`src/ivs_pkg.sv`:
```
// Shared constants and types for the integer viewport scaler.
// No dependencies; every other file imports this package.
package ivs_pkg;

	localparam int ADDR_BITS   = 5;
	localparam int DATA_BITS   = 32;
	localparam int ASPECT_BITS = 16;
	localparam int ASPECT_FRAC = 12;
	localparam int ASPECT_ROUND = 1 << (ASPECT_FRAC - 1);

	localparam logic [2:0] REG_USE_CUSTOM    = 3'd0;
	localparam logic [2:0] REG_CUSTOM_WIDTH  = 3'd1;
	localparam logic [2:0] REG_CUSTOM_HEIGHT = 3'd2;
	localparam logic [2:0] REG_FRAME_WIDTH   = 3'd3;
	localparam logic [2:0] REG_FRAME_HEIGHT  = 3'd4;
	localparam logic [2:0] REG_ASPECT_Q12    = 3'd5;
	localparam logic [2:0] REG_LOCK_RATIO    = 3'd6;
	localparam logic [2:0] REG_ROTATED       = 3'd7;

	localparam int RST_CUSTOM_WIDTH  = 640;
	localparam int RST_CUSTOM_HEIGHT = 480;
	localparam int RST_FRAME_WIDTH   = 320;
	localparam int RST_FRAME_HEIGHT  = 240;
	localparam int RST_ASPECT_Q12    = 5461;

	typedef struct packed {
		logic custom;
		logic keep;
	} ivs_mode_t;

endpackage

```
`src/ivs_base.sv`:
```
// Base size stages: aspect multiply, then rounding, saturation, rotation and mode select.
// Depends on ivs_pkg.
module ivs_base import ivs_pkg::*; #(
	parameter int DIM_BITS = 13
) (
	input  logic                   clk,
	input  logic                   arst_n,
	input  logic                   en,
	input  logic                   in_valid,
	input  logic [DIM_BITS-1:0]    win_w,
	input  logic [DIM_BITS-1:0]    win_h,
	input  logic                   use_custom,
	input  logic [DIM_BITS-1:0]    custom_w,
	input  logic [DIM_BITS-1:0]    custom_h,
	input  logic [DIM_BITS-1:0]    frame_w,
	input  logic [DIM_BITS-1:0]    frame_h,
	input  logic [ASPECT_BITS-1:0] aspect,
	input  logic                   lock_ratio,
	input  logic                   rotated,
	output logic                   valid_s2,
	output logic [DIM_BITS-1:0]    win_w_s2,
	output logic [DIM_BITS-1:0]    win_h_s2,
	output logic [DIM_BITS-1:0]    base_w_s2,
	output logic [DIM_BITS-1:0]    base_h_s2,
	output ivs_mode_t              mode_s2
);

	localparam int PW = DIM_BITS + ASPECT_BITS;

	logic                valid_s1;
	logic [PW-1:0]       prod_s1;
	logic [DIM_BITS-1:0] win_w_s1;
	logic [DIM_BITS-1:0] win_h_s1;

	logic [PW:0]         round_sum;
	logic [DIM_BITS-1:0] asp_w;
	logic [DIM_BITS-1:0] raw_w;
	logic [DIM_BITS-1:0] raw_h;
	logic [DIM_BITS-1:0] bw;
	logic [DIM_BITS-1:0] bh;

	always_ff @(posedge clk or negedge arst_n) begin
		if (!arst_n) begin
			valid_s1 <= 1'b0;
			valid_s2 <= 1'b0;
		end else if (en) begin
			valid_s1 <= in_valid;
			valid_s2 <= valid_s1;
		end
	end

	always_ff @(posedge clk) begin
		if (en) begin
			prod_s1  <= PW'(frame_h) * PW'(aspect);
			win_w_s1 <= win_w;
			win_h_s1 <= win_h;
		end
	end

	// Round half up, then saturate to the largest dimension.
	always_comb begin
		round_sum = (PW+1)'(prod_s1) + (PW+1)'(ASPECT_ROUND);
		if (|round_sum[PW:ASPECT_FRAC+DIM_BITS]) begin
			asp_w = '1;
		end else begin
			asp_w = round_sum[ASPECT_FRAC+DIM_BITS-1:ASPECT_FRAC];
		end
		if (use_custom) begin
			raw_w = custom_w;
			raw_h = custom_h;
		end else begin
			raw_w = (aspect == '0) ? frame_w : asp_w;
			raw_h = frame_h;
		end
		if (rotated) begin
			bw = raw_h;
			bh = raw_w;
		end else begin
			bw = raw_w;
			bh = raw_h;
		end
		// A zero base only gets forced to one outside custom mode.
		if (!use_custom) begin
			if (bw == '0) bw = DIM_BITS'(1);
			if (bh == '0) bh = DIM_BITS'(1);
		end
	end

	always_ff @(posedge clk) begin
		if (en) begin
			win_w_s2     <= win_w_s1;
			win_h_s2     <= win_h_s1;
			base_w_s2    <= bw;
			base_h_s2    <= bh;
			mode_s2.custom <= use_custom;
			mode_s2.keep   <= lock_ratio;
		end
	end

endmodule

```
`src/ivs_div.sv`:
```
// Pipelined restoring divider for both axes, one quotient bit per stage.
// Carries window, base and mode alongside; depends on ivs_pkg.
module ivs_div import ivs_pkg::*; #(
	parameter int DIM_BITS = 13
) (
	input  logic                clk,
	input  logic                arst_n,
	input  logic                en,
	input  logic                in_valid,
	input  logic [DIM_BITS-1:0] win_w,
	input  logic [DIM_BITS-1:0] win_h,
	input  logic [DIM_BITS-1:0] base_w,
	input  logic [DIM_BITS-1:0] base_h,
	input  ivs_mode_t           mode,
	output logic                out_valid,
	output logic [DIM_BITS-1:0] out_quo_w,
	output logic [DIM_BITS-1:0] out_quo_h,
	output logic [DIM_BITS-1:0] out_base_w,
	output logic [DIM_BITS-1:0] out_base_h,
	output logic [DIM_BITS-1:0] out_win_w,
	output logic [DIM_BITS-1:0] out_win_h,
	output ivs_mode_t           out_mode
);

	localparam int D = DIM_BITS;

	logic [D-1:0]   valid_s;
	logic [D-1:0]   rem_w_s [D-1];
	logic [D-1:0]   rem_h_s [D-1];
	logic [D-1:0]   num_w_s [D];
	logic [D-1:0]   num_h_s [D];
	logic [D-1:0]   dvs_w_s [D];
	logic [D-1:0]   dvs_h_s [D];
	logic [D-1:0]   win_w_s [D];
	logic [D-1:0]   win_h_s [D];
	ivs_mode_t      mode_s  [D];
	logic [2*D-1:0] last_w;
	logic [2*D-1:0] last_h;

	// The dividend shifts out at the top while quotient bits shift in at the bottom.
	function automatic logic [2*D-1:0] div_step(input logic [D-1:0] rem,
			input logic [D-1:0] num, input logic [D-1:0] dvs);
		logic [D:0]   shifted;
		logic [D+1:0] diff;
		logic         ge;
		logic [D-1:0] rem_n;
		shifted = {rem, num[D-1]};
		diff    = {1'b0, shifted} - {2'b00, dvs};
		ge      = ~diff[D+1];
		rem_n   = ge ? diff[D-1:0] : shifted[D-1:0];
		return {rem_n, num[D-2:0], ge};
	endfunction

	assign last_w = div_step(rem_w_s[D-2], num_w_s[D-2], dvs_w_s[D-2]);
	assign last_h = div_step(rem_h_s[D-2], num_h_s[D-2], dvs_h_s[D-2]);

	always_ff @(posedge clk or negedge arst_n) begin
		if (!arst_n) begin
			valid_s <= '0;
		end else if (en) begin
			valid_s <= {valid_s[D-2:0], in_valid};
		end
	end

	always_ff @(posedge clk) begin
		if (en) begin
			{rem_w_s[0], num_w_s[0]} <= div_step('0, win_w, base_w);
			{rem_h_s[0], num_h_s[0]} <= div_step('0, win_h, base_h);
			dvs_w_s[0] <= base_w;
			dvs_h_s[0] <= base_h;
			win_w_s[0] <= win_w;
			win_h_s[0] <= win_h;
			mode_s[0]  <= mode;
			for (int k = 1; k < D - 1; k++) begin
				{rem_w_s[k], num_w_s[k]} <= div_step(rem_w_s[k-1], num_w_s[k-1], dvs_w_s[k-1]);
				{rem_h_s[k], num_h_s[k]} <= div_step(rem_h_s[k-1], num_h_s[k-1], dvs_h_s[k-1]);
			end
			num_w_s[D-1] <= last_w[D-1:0];
			num_h_s[D-1] <= last_h[D-1:0];
			for (int k = 1; k < D; k++) begin
				dvs_w_s[k] <= dvs_w_s[k-1];
				dvs_h_s[k] <= dvs_h_s[k-1];
				win_w_s[k] <= win_w_s[k-1];
				win_h_s[k] <= win_h_s[k-1];
				mode_s[k]  <= mode_s[k-1];
			end
		end
	end

	assign out_valid  = valid_s[D-1];
	assign out_quo_w  = num_w_s[D-1];
	assign out_quo_h  = num_h_s[D-1];
	assign out_base_w = dvs_w_s[D-1];
	assign out_base_h = dvs_h_s[D-1];
	assign out_win_w  = win_w_s[D-1];
	assign out_win_h  = win_h_s[D-1];
	assign out_mode   = mode_s[D-1];

endmodule

```
`src/ivs_scale.sv`:
```
// Scale selection, base times scale, and centering offsets into the output register.
// Depends on ivs_pkg.
module ivs_scale import ivs_pkg::*; #(
	parameter int DIM_BITS = 13
) (
	input  logic                       clk,
	input  logic                       arst_n,
	input  logic                       en,
	input  logic                       in_valid,
	input  logic [DIM_BITS-1:0]        quo_w,
	input  logic [DIM_BITS-1:0]        quo_h,
	input  logic [DIM_BITS-1:0]        base_w,
	input  logic [DIM_BITS-1:0]        base_h,
	input  logic [DIM_BITS-1:0]        win_w,
	input  logic [DIM_BITS-1:0]        win_h,
	input  ivs_mode_t                  mode,
	output logic                       out_valid,
	output logic [DIM_BITS-1:0]        vp_width,
	output logic [DIM_BITS-1:0]        vp_height,
	output logic signed [DIM_BITS-1:0] vp_x,
	output logic signed [DIM_BITS-1:0] vp_y
);

	localparam int D = DIM_BITS;

	logic         valid_s1;
	logic         valid_s2;
	logic [D-1:0] scale_w_s1;
	logic [D-1:0] scale_h_s1;
	logic [D-1:0] base_w_s1;
	logic [D-1:0] base_h_s1;
	logic [D-1:0] win_w_s1;
	logic [D-1:0] win_h_s1;
	logic [D-1:0] vw_s2;
	logic [D-1:0] vh_s2;
	logic [D-1:0] win_w_s2;
	logic [D-1:0] win_h_s2;

	logic [D-1:0]   qmin;
	logic [D-1:0]   sw;
	logic [D-1:0]   sh;
	logic [2*D-1:0] prod_w;
	logic [2*D-1:0] prod_h;
	logic signed [D:0] pad_w;
	logic signed [D:0] pad_h;
	logic signed [D:0] half_w;
	logic signed [D:0] half_h;

	// A zero quotient means the base exceeds the window, so that axis keeps its base.
	always_comb begin
		qmin = (quo_w < quo_h) ? quo_w : quo_h;
		if (mode.custom) begin
			sw = D'(1);
			sh = D'(1);
		end else if (mode.keep) begin
			sw = (qmin == '0) ? D'(1) : qmin;
			sh = sw;
		end else begin
			sw = (quo_w == '0) ? D'(1) : quo_w;
			sh = (quo_h == '0) ? D'(1) : quo_h;
		end
	end

	assign prod_w = (2*D)'(base_w_s1) * (2*D)'(scale_w_s1);
	assign prod_h = (2*D)'(base_h_s1) * (2*D)'(scale_h_s1);

	// Halve the padding toward zero: add one before the shift when negative.
	always_comb begin
		pad_w  = $signed({1'b0, win_w_s2}) - $signed({1'b0, vw_s2});
		pad_h  = $signed({1'b0, win_h_s2}) - $signed({1'b0, vh_s2});
		half_w = (pad_w + $signed({{D{1'b0}}, pad_w[D]})) >>> 1;
		half_h = (pad_h + $signed({{D{1'b0}}, pad_h[D]})) >>> 1;
	end

	always_ff @(posedge clk or negedge arst_n) begin
		if (!arst_n) begin
			valid_s1  <= 1'b0;
			valid_s2  <= 1'b0;
			out_valid <= 1'b0;
		end else if (en) begin
			valid_s1  <= in_valid;
			valid_s2  <= valid_s1;
			out_valid <= valid_s2;
		end
	end

	always_ff @(posedge clk) begin
		if (en) begin
			scale_w_s1 <= sw;
			scale_h_s1 <= sh;
			base_w_s1  <= base_w;
			base_h_s1  <= base_h;
			win_w_s1   <= win_w;
			win_h_s1   <= win_h;
			vw_s2      <= prod_w[D-1:0];
			vh_s2      <= prod_h[D-1:0];
			win_w_s2   <= win_w_s1;
			win_h_s2   <= win_h_s1;
			vp_width   <= vw_s2;
			vp_height  <= vh_s2;
			vp_x       <= half_w[D-1:0];
			vp_y       <= half_h[D-1:0];
		end
	end

endmodule

```
`src/integer_viewport_scaler_core.sv`:
```
// Integer viewport scaler: a transaction passes the base stages, the divider and
// the scale stages; one transaction is taken every cycle unless the output stalls.
// Most stages are in the divider, which resolves one quotient bit per stage.
// A stalled output freezes the whole pipeline, so nothing is lost or repeated.
// Reset clears all valid bits and loads the register defaults; no clearing pass.
// Depends on ivs_pkg, ivs_base, ivs_div and ivs_scale.
module integer_viewport_scaler_core import ivs_pkg::*; #(
	parameter int DIM_BITS = 13
) (
	input  logic                       clk,
	input  logic                       arst_n,
	input  logic                       psel,
	input  logic                       penable,
	input  logic                       pwrite,
	input  logic [ADDR_BITS-1:0]       paddr,
	input  logic [DATA_BITS-1:0]       pwdata,
	output logic [DATA_BITS-1:0]       prdata,
	output logic                       pready,
	input  logic                       in_valid,
	output logic                       in_ready,
	input  logic [DIM_BITS-1:0]        win_width,
	input  logic [DIM_BITS-1:0]        win_height,
	output logic                       out_valid,
	input  logic                       out_ready,
	output logic [DIM_BITS-1:0]        vp_width,
	output logic [DIM_BITS-1:0]        vp_height,
	output logic signed [DIM_BITS-1:0] vp_x,
	output logic signed [DIM_BITS-1:0] vp_y
);

	logic                   use_custom_q;
	logic [DIM_BITS-1:0]    custom_w_q;
	logic [DIM_BITS-1:0]    custom_h_q;
	logic [DIM_BITS-1:0]    frame_w_q;
	logic [DIM_BITS-1:0]    frame_h_q;
	logic [ASPECT_BITS-1:0] aspect_q;
	logic                   lock_ratio_q;
	logic                   rotated_q;

	logic                   cfg_wr;
	logic [2:0]             reg_idx;
	logic                   adv;

	logic                   b_valid;
	logic [DIM_BITS-1:0]    b_win_w;
	logic [DIM_BITS-1:0]    b_win_h;
	logic [DIM_BITS-1:0]    b_base_w;
	logic [DIM_BITS-1:0]    b_base_h;
	ivs_mode_t              b_mode;

	logic                   d_valid;
	logic [DIM_BITS-1:0]    d_quo_w;
	logic [DIM_BITS-1:0]    d_quo_h;
	logic [DIM_BITS-1:0]    d_base_w;
	logic [DIM_BITS-1:0]    d_base_h;
	logic [DIM_BITS-1:0]    d_win_w;
	logic [DIM_BITS-1:0]    d_win_h;
	ivs_mode_t              d_mode;

	assign pready  = 1'b1;
	assign cfg_wr  = psel & penable & pwrite;
	assign reg_idx = paddr[4:2];

	always_ff @(posedge clk or negedge arst_n) begin
		if (!arst_n) begin
			use_custom_q  <= 1'b0;
			custom_w_q    <= DIM_BITS'(RST_CUSTOM_WIDTH);
			custom_h_q    <= DIM_BITS'(RST_CUSTOM_HEIGHT);
			frame_w_q     <= DIM_BITS'(RST_FRAME_WIDTH);
			frame_h_q     <= DIM_BITS'(RST_FRAME_HEIGHT);
			aspect_q      <= ASPECT_BITS'(RST_ASPECT_Q12);
			lock_ratio_q  <= 1'b1;
			rotated_q     <= 1'b0;
		end else if (cfg_wr) begin
			unique case (reg_idx)
				REG_USE_CUSTOM:    use_custom_q  <= pwdata[0];
				REG_CUSTOM_WIDTH:  custom_w_q    <= pwdata[DIM_BITS-1:0];
				REG_CUSTOM_HEIGHT: custom_h_q    <= pwdata[DIM_BITS-1:0];
				REG_FRAME_WIDTH:   frame_w_q     <= pwdata[DIM_BITS-1:0];
				REG_FRAME_HEIGHT:  frame_h_q     <= pwdata[DIM_BITS-1:0];
				REG_ASPECT_Q12:    aspect_q      <= pwdata[ASPECT_BITS-1:0];
				REG_LOCK_RATIO:    lock_ratio_q  <= pwdata[0];
				REG_ROTATED:       rotated_q     <= pwdata[0];
				default:           use_custom_q  <= use_custom_q;
			endcase
		end
	end

	always_comb begin
		unique case (reg_idx)
			REG_USE_CUSTOM:    prdata = DATA_BITS'(use_custom_q);
			REG_CUSTOM_WIDTH:  prdata = DATA_BITS'(custom_w_q);
			REG_CUSTOM_HEIGHT: prdata = DATA_BITS'(custom_h_q);
			REG_FRAME_WIDTH:   prdata = DATA_BITS'(frame_w_q);
			REG_FRAME_HEIGHT:  prdata = DATA_BITS'(frame_h_q);
			REG_ASPECT_Q12:    prdata = DATA_BITS'(aspect_q);
			REG_LOCK_RATIO:    prdata = DATA_BITS'(lock_ratio_q);
			REG_ROTATED:       prdata = DATA_BITS'(rotated_q);
			default:           prdata = '0;
		endcase
	end

	// The pipeline moves whenever the output register is empty or being drained.
	assign adv      = ~out_valid | out_ready;
	assign in_ready = adv;

	ivs_base #(.DIM_BITS(DIM_BITS)) u_base (
		.clk         (clk),
		.arst_n      (arst_n),
		.en          (adv),
		.in_valid    (in_valid),
		.win_w       (win_width),
		.win_h       (win_height),
		.use_custom  (use_custom_q),
		.custom_w    (custom_w_q),
		.custom_h    (custom_h_q),
		.frame_w     (frame_w_q),
		.frame_h     (frame_h_q),
		.aspect      (aspect_q),
		.lock_ratio  (lock_ratio_q),
		.rotated     (rotated_q),
		.valid_s2    (b_valid),
		.win_w_s2    (b_win_w),
		.win_h_s2    (b_win_h),
		.base_w_s2   (b_base_w),
		.base_h_s2   (b_base_h),
		.mode_s2     (b_mode)
	);

	ivs_div #(.DIM_BITS(DIM_BITS)) u_div (
		.clk        (clk),
		.arst_n     (arst_n),
		.en         (adv),
		.in_valid   (b_valid),
		.win_w      (b_win_w),
		.win_h      (b_win_h),
		.base_w     (b_base_w),
		.base_h     (b_base_h),
		.mode       (b_mode),
		.out_valid  (d_valid),
		.out_quo_w  (d_quo_w),
		.out_quo_h  (d_quo_h),
		.out_base_w (d_base_w),
		.out_base_h (d_base_h),
		.out_win_w  (d_win_w),
		.out_win_h  (d_win_h),
		.out_mode   (d_mode)
	);

	ivs_scale #(.DIM_BITS(DIM_BITS)) u_scale (
		.clk       (clk),
		.arst_n    (arst_n),
		.en        (adv),
		.in_valid  (d_valid),
		.quo_w     (d_quo_w),
		.quo_h     (d_quo_h),
		.base_w    (d_base_w),
		.base_h    (d_base_h),
		.win_w     (d_win_w),
		.win_h     (d_win_h),
		.mode      (d_mode),
		.out_valid (out_valid),
		.vp_width  (vp_width),
		.vp_height (vp_height),
		.vp_x      (vp_x),
		.vp_y      (vp_y)
	);

endmodule
```
`config.mk`:
```
export PLATFORM = sky130hd
export DESIGN_NAME = integer_viewport_scaler_core
export DESIGN_NICKNAME = d
export VERILOG_FILES = /design/src/ivs_pkg.sv /design/src/ivs_base.sv /design/src/ivs_div.sv /design/src/ivs_scale.sv /design/src/integer_viewport_scaler_core.sv
export SDC_FILE = /design/constraint.sdc
export NUM_CORES = 2
export LEC_CHECK = 0
export BUFFER_PORTS_ARGS = -buffer_cell sky130_fd_sc_hd__buf_2
export CAP_MARGIN = 20
export CORE_MARGIN = 2
export CORE_UTILIZATION = 68
export DETAILED_ROUTE_END_ITERATION = 10
export PLACE_DENSITY = 0.84
export SLEW_MARGIN = 10
export SYNTH_ARGS = -nofsm -noshare
export SYNTH_HDL_FRONTEND = slang
export SYNTH_SLANG_ARGS = --single-unit
```
`constraint.sdc`:
```
create_clock -name clk -period 135.6 [get_ports clk]
set_input_delay 27.12 -clock clk [delete_from_list [all_inputs] [get_ports clk]]
set_output_delay 27.12 -clock clk [all_outputs]
set_load 0.05 [all_outputs]
```
==> out/results.tsv <==
metric	value	unit
outcome	complete, no violations	
multi-input logic area	30300	um^2
I/O pins	157	
Core Util, Final	74.7	%
worst-path cell chain	buf_2, inv_1, nor2_1, buf_4, a22oi_1, o22ai_1, buf_2	
CP startpoint kind	input port	
area leader, netlist	edfxtp_1	
DR vias/cell	5.71	
post-CTS setup buffer count	0	
CTS Buf Count	158	
hpwl dp	96.0	mm
fraction of synthesized cell area taken by the top area cell type	55.1	%
die span in x	348	um
synth unique cells	78	
Core Rows	126	
Sink Count	1565	
CTS H-tree lvls	4	
CTS tree	done	
Setup-failing EPs final	0	
Hold Buf Count CTS	0	
Tcrit/Tclk final	41.6	%
Yosys reg bits	1565	
DRC Markers	0	
grt total ovfl	0	
share of layout cells above drive strength 1	13.0	%
Period minus WS final	56.37	ns
sequential share of the synthesized area	57.9	%
DRT Wirelength	139	mm
Antenna Cells	0	
GRT Resource Usage Total	23.4	%
largest cells by area after synthesis	edfxtp_1 (55%), ha_1 (7.7%), fa_1 (6.8%)	
clock transition at the registers of the reported paths	0.06	ns
Mapped Area	80400	um^2
drt pass-1 iters	6	
first-pass GRT wire length	228	mm
most frequent cells in the layout	edfxtp_1 (1476), inv_1 (807), ha_1 (493)	
vias in the first global route	46700	
fillers	7025	
Slowest cell on crit path	buf_2	
die area	121000	um^2
Final Hold Fails	0	
GP Congestion	0.898	
CP arrival	29.25	ns
mean area per synthesized cell	13.3	um^2
initial antenna violation count	2	
synthesized instance count	6045	
final setup TNS	0	ns
Clock Skew	0.0323	ns
Die H	348	um
Clk Tree Root Cell	clkbuf_16	
CP Capture Type	output pin	
Worst path max stage delay	0.61	ns
core area	118000	um^2
number of max-cap violations	0	
Max Slew Vio Count	0	
fin nets	7094	
FF+latch area	46600	um^2
cell mode on critical path	buf_2	
DRT iter0 DRCs	2971	
number of flops mapped to enable cells by yosys	1476	
Final ANT Viol Nets	0	
headroom to the max-slew limit	28.1	%
commonest non-fill, non-tap cell in the layout	edfxtp_1	
kind of critical path	input port to output pin	
CP max FO	33	
Yosys warning count	0	
Max Buffers Root-to-Sink	3	
largest net degree at the start of global routing	198	
achievable frequency	17.7	MHz
Post-synth ARST share	5.69	%
via count	45200	
Hold Path Class	flip-flop to flip-flop	
Data required, critical path	108.48	ns
starting density of the core	68.4	%
Primary FF master, synth	edfxtp_1	
P&R area growth vs syn	9.29	%
Post-CTS Resized	0	
clock latency on the worst-skew pair	0.78	ns
Worst-Margin Slew	1.08	ns
IO Port Bufs	121	
post-DR wirelength/cell	17.5	um
RSZ-0062 raised after global routing	no	
==> worst paths after layout <==
| path | from | slack, ns | end | depth (start not counted) |
|---|---|---|---|---|
| max | paddr[2] | 79.23 | prdata[8] | 7 |
| max in group asynchronous | arst_n | 108.45 | custom_h_q[8] | 3 |
| min in group asynchronous | arst_n | 26.17 | u_base.valid_s2 | 1 |
| min reg2reg | u_base.win_h_s2[11] | 0.40 | u_div.win_h_s[0][11] | 0 |
| min | u_base.win_h_s2[11] | 0.40 | u_div.win_h_s[0][11] | 0 |
| max reg2reg | aspect_q[7] | 129.44 | u_base.prod_s1[27] | 19 |
==> cell families after synthesis <==
group | Yosys count | share of synthesized area (%)
mux | 445 | 6.07
fa+ha+maj | 766 | 14.5
compound gates | 649 | 5.59
buf+inv | 947 | 4.55
simple gates | 1378 | 8.19
other cells | 2 | 0.00934
xor+xnor | 293 | 3.19
flops | 1565 | 57.9
==> through the flow <==
step           hold WS, ns  setup WS (ns)  std cells  cell area [um^2]
2_1_floorplan        0.400          40.68       6070             80500
3_3_place_gp         0.400          78.87       7630             82800
3_5_place_dp         0.405          78.82       7632             82800
4_1_cts              0.401          78.85       7916             87800
5_1_grt              0.407          79.11       7918             87900
6_report             0.398          79.23       7918             87900
==> state kept, by name (all words and copies together) (netlist names), 16 cells and up <==
register / flops
u_base.prod_s1: 18
u_div.dvs_h_s: 169
u_div.num_h_s: 132
u_div.dvs_w_s: 169
aspect_q: 16
u_div.win_h_s: 103
u_div.num_w_s: 132
u_div.rem_w_s: 156
u_div.mode_s: 26
u_div.rem_h_s: 156
u_div.win_w_s: 103
==> per-layer routing <==
metal,GRT usage (%),wire (um),up-vias
li1,-,-,21700
met1,28.6,56900,22100
met2,41.7,71500,1121
met3,3.88,6470,302
met4,8.61,4070,4
met5,0,28,-
==> cell type report <==
type,count,area share (%)
sequential,1565,53.0
inverter,807,3.45
clock buffer,195,4.79
multi-input combinational,3558,34.5
timing repair buffer,168,1.16
clock inverter,89,0.961
tap,1536,2.19
==> cell usage after synthesis (all sizes together) (105+ instances only) <==
master / count
a21oi: 125
and2: 178
edfxtp: 1476
fa: 273
ha: 493
inv: 807
mux2: 340
mux2i: 105
nand2: 390
nor2: 369
o21ai: 131
xnor2: 223
==> worst max-delay path, delay by kind of cell <==
kind | cells | cell delay [ns]
buffers and inverters | 4 | 1.40
AND/OR/NAND/NOR | 1 | 0.36
AO/OA/AOI/OAI | 2 | 0.36
Power is not shown: default switching activity piles up to over one toggle a cycle in this logic, so the estimate is an artifact.
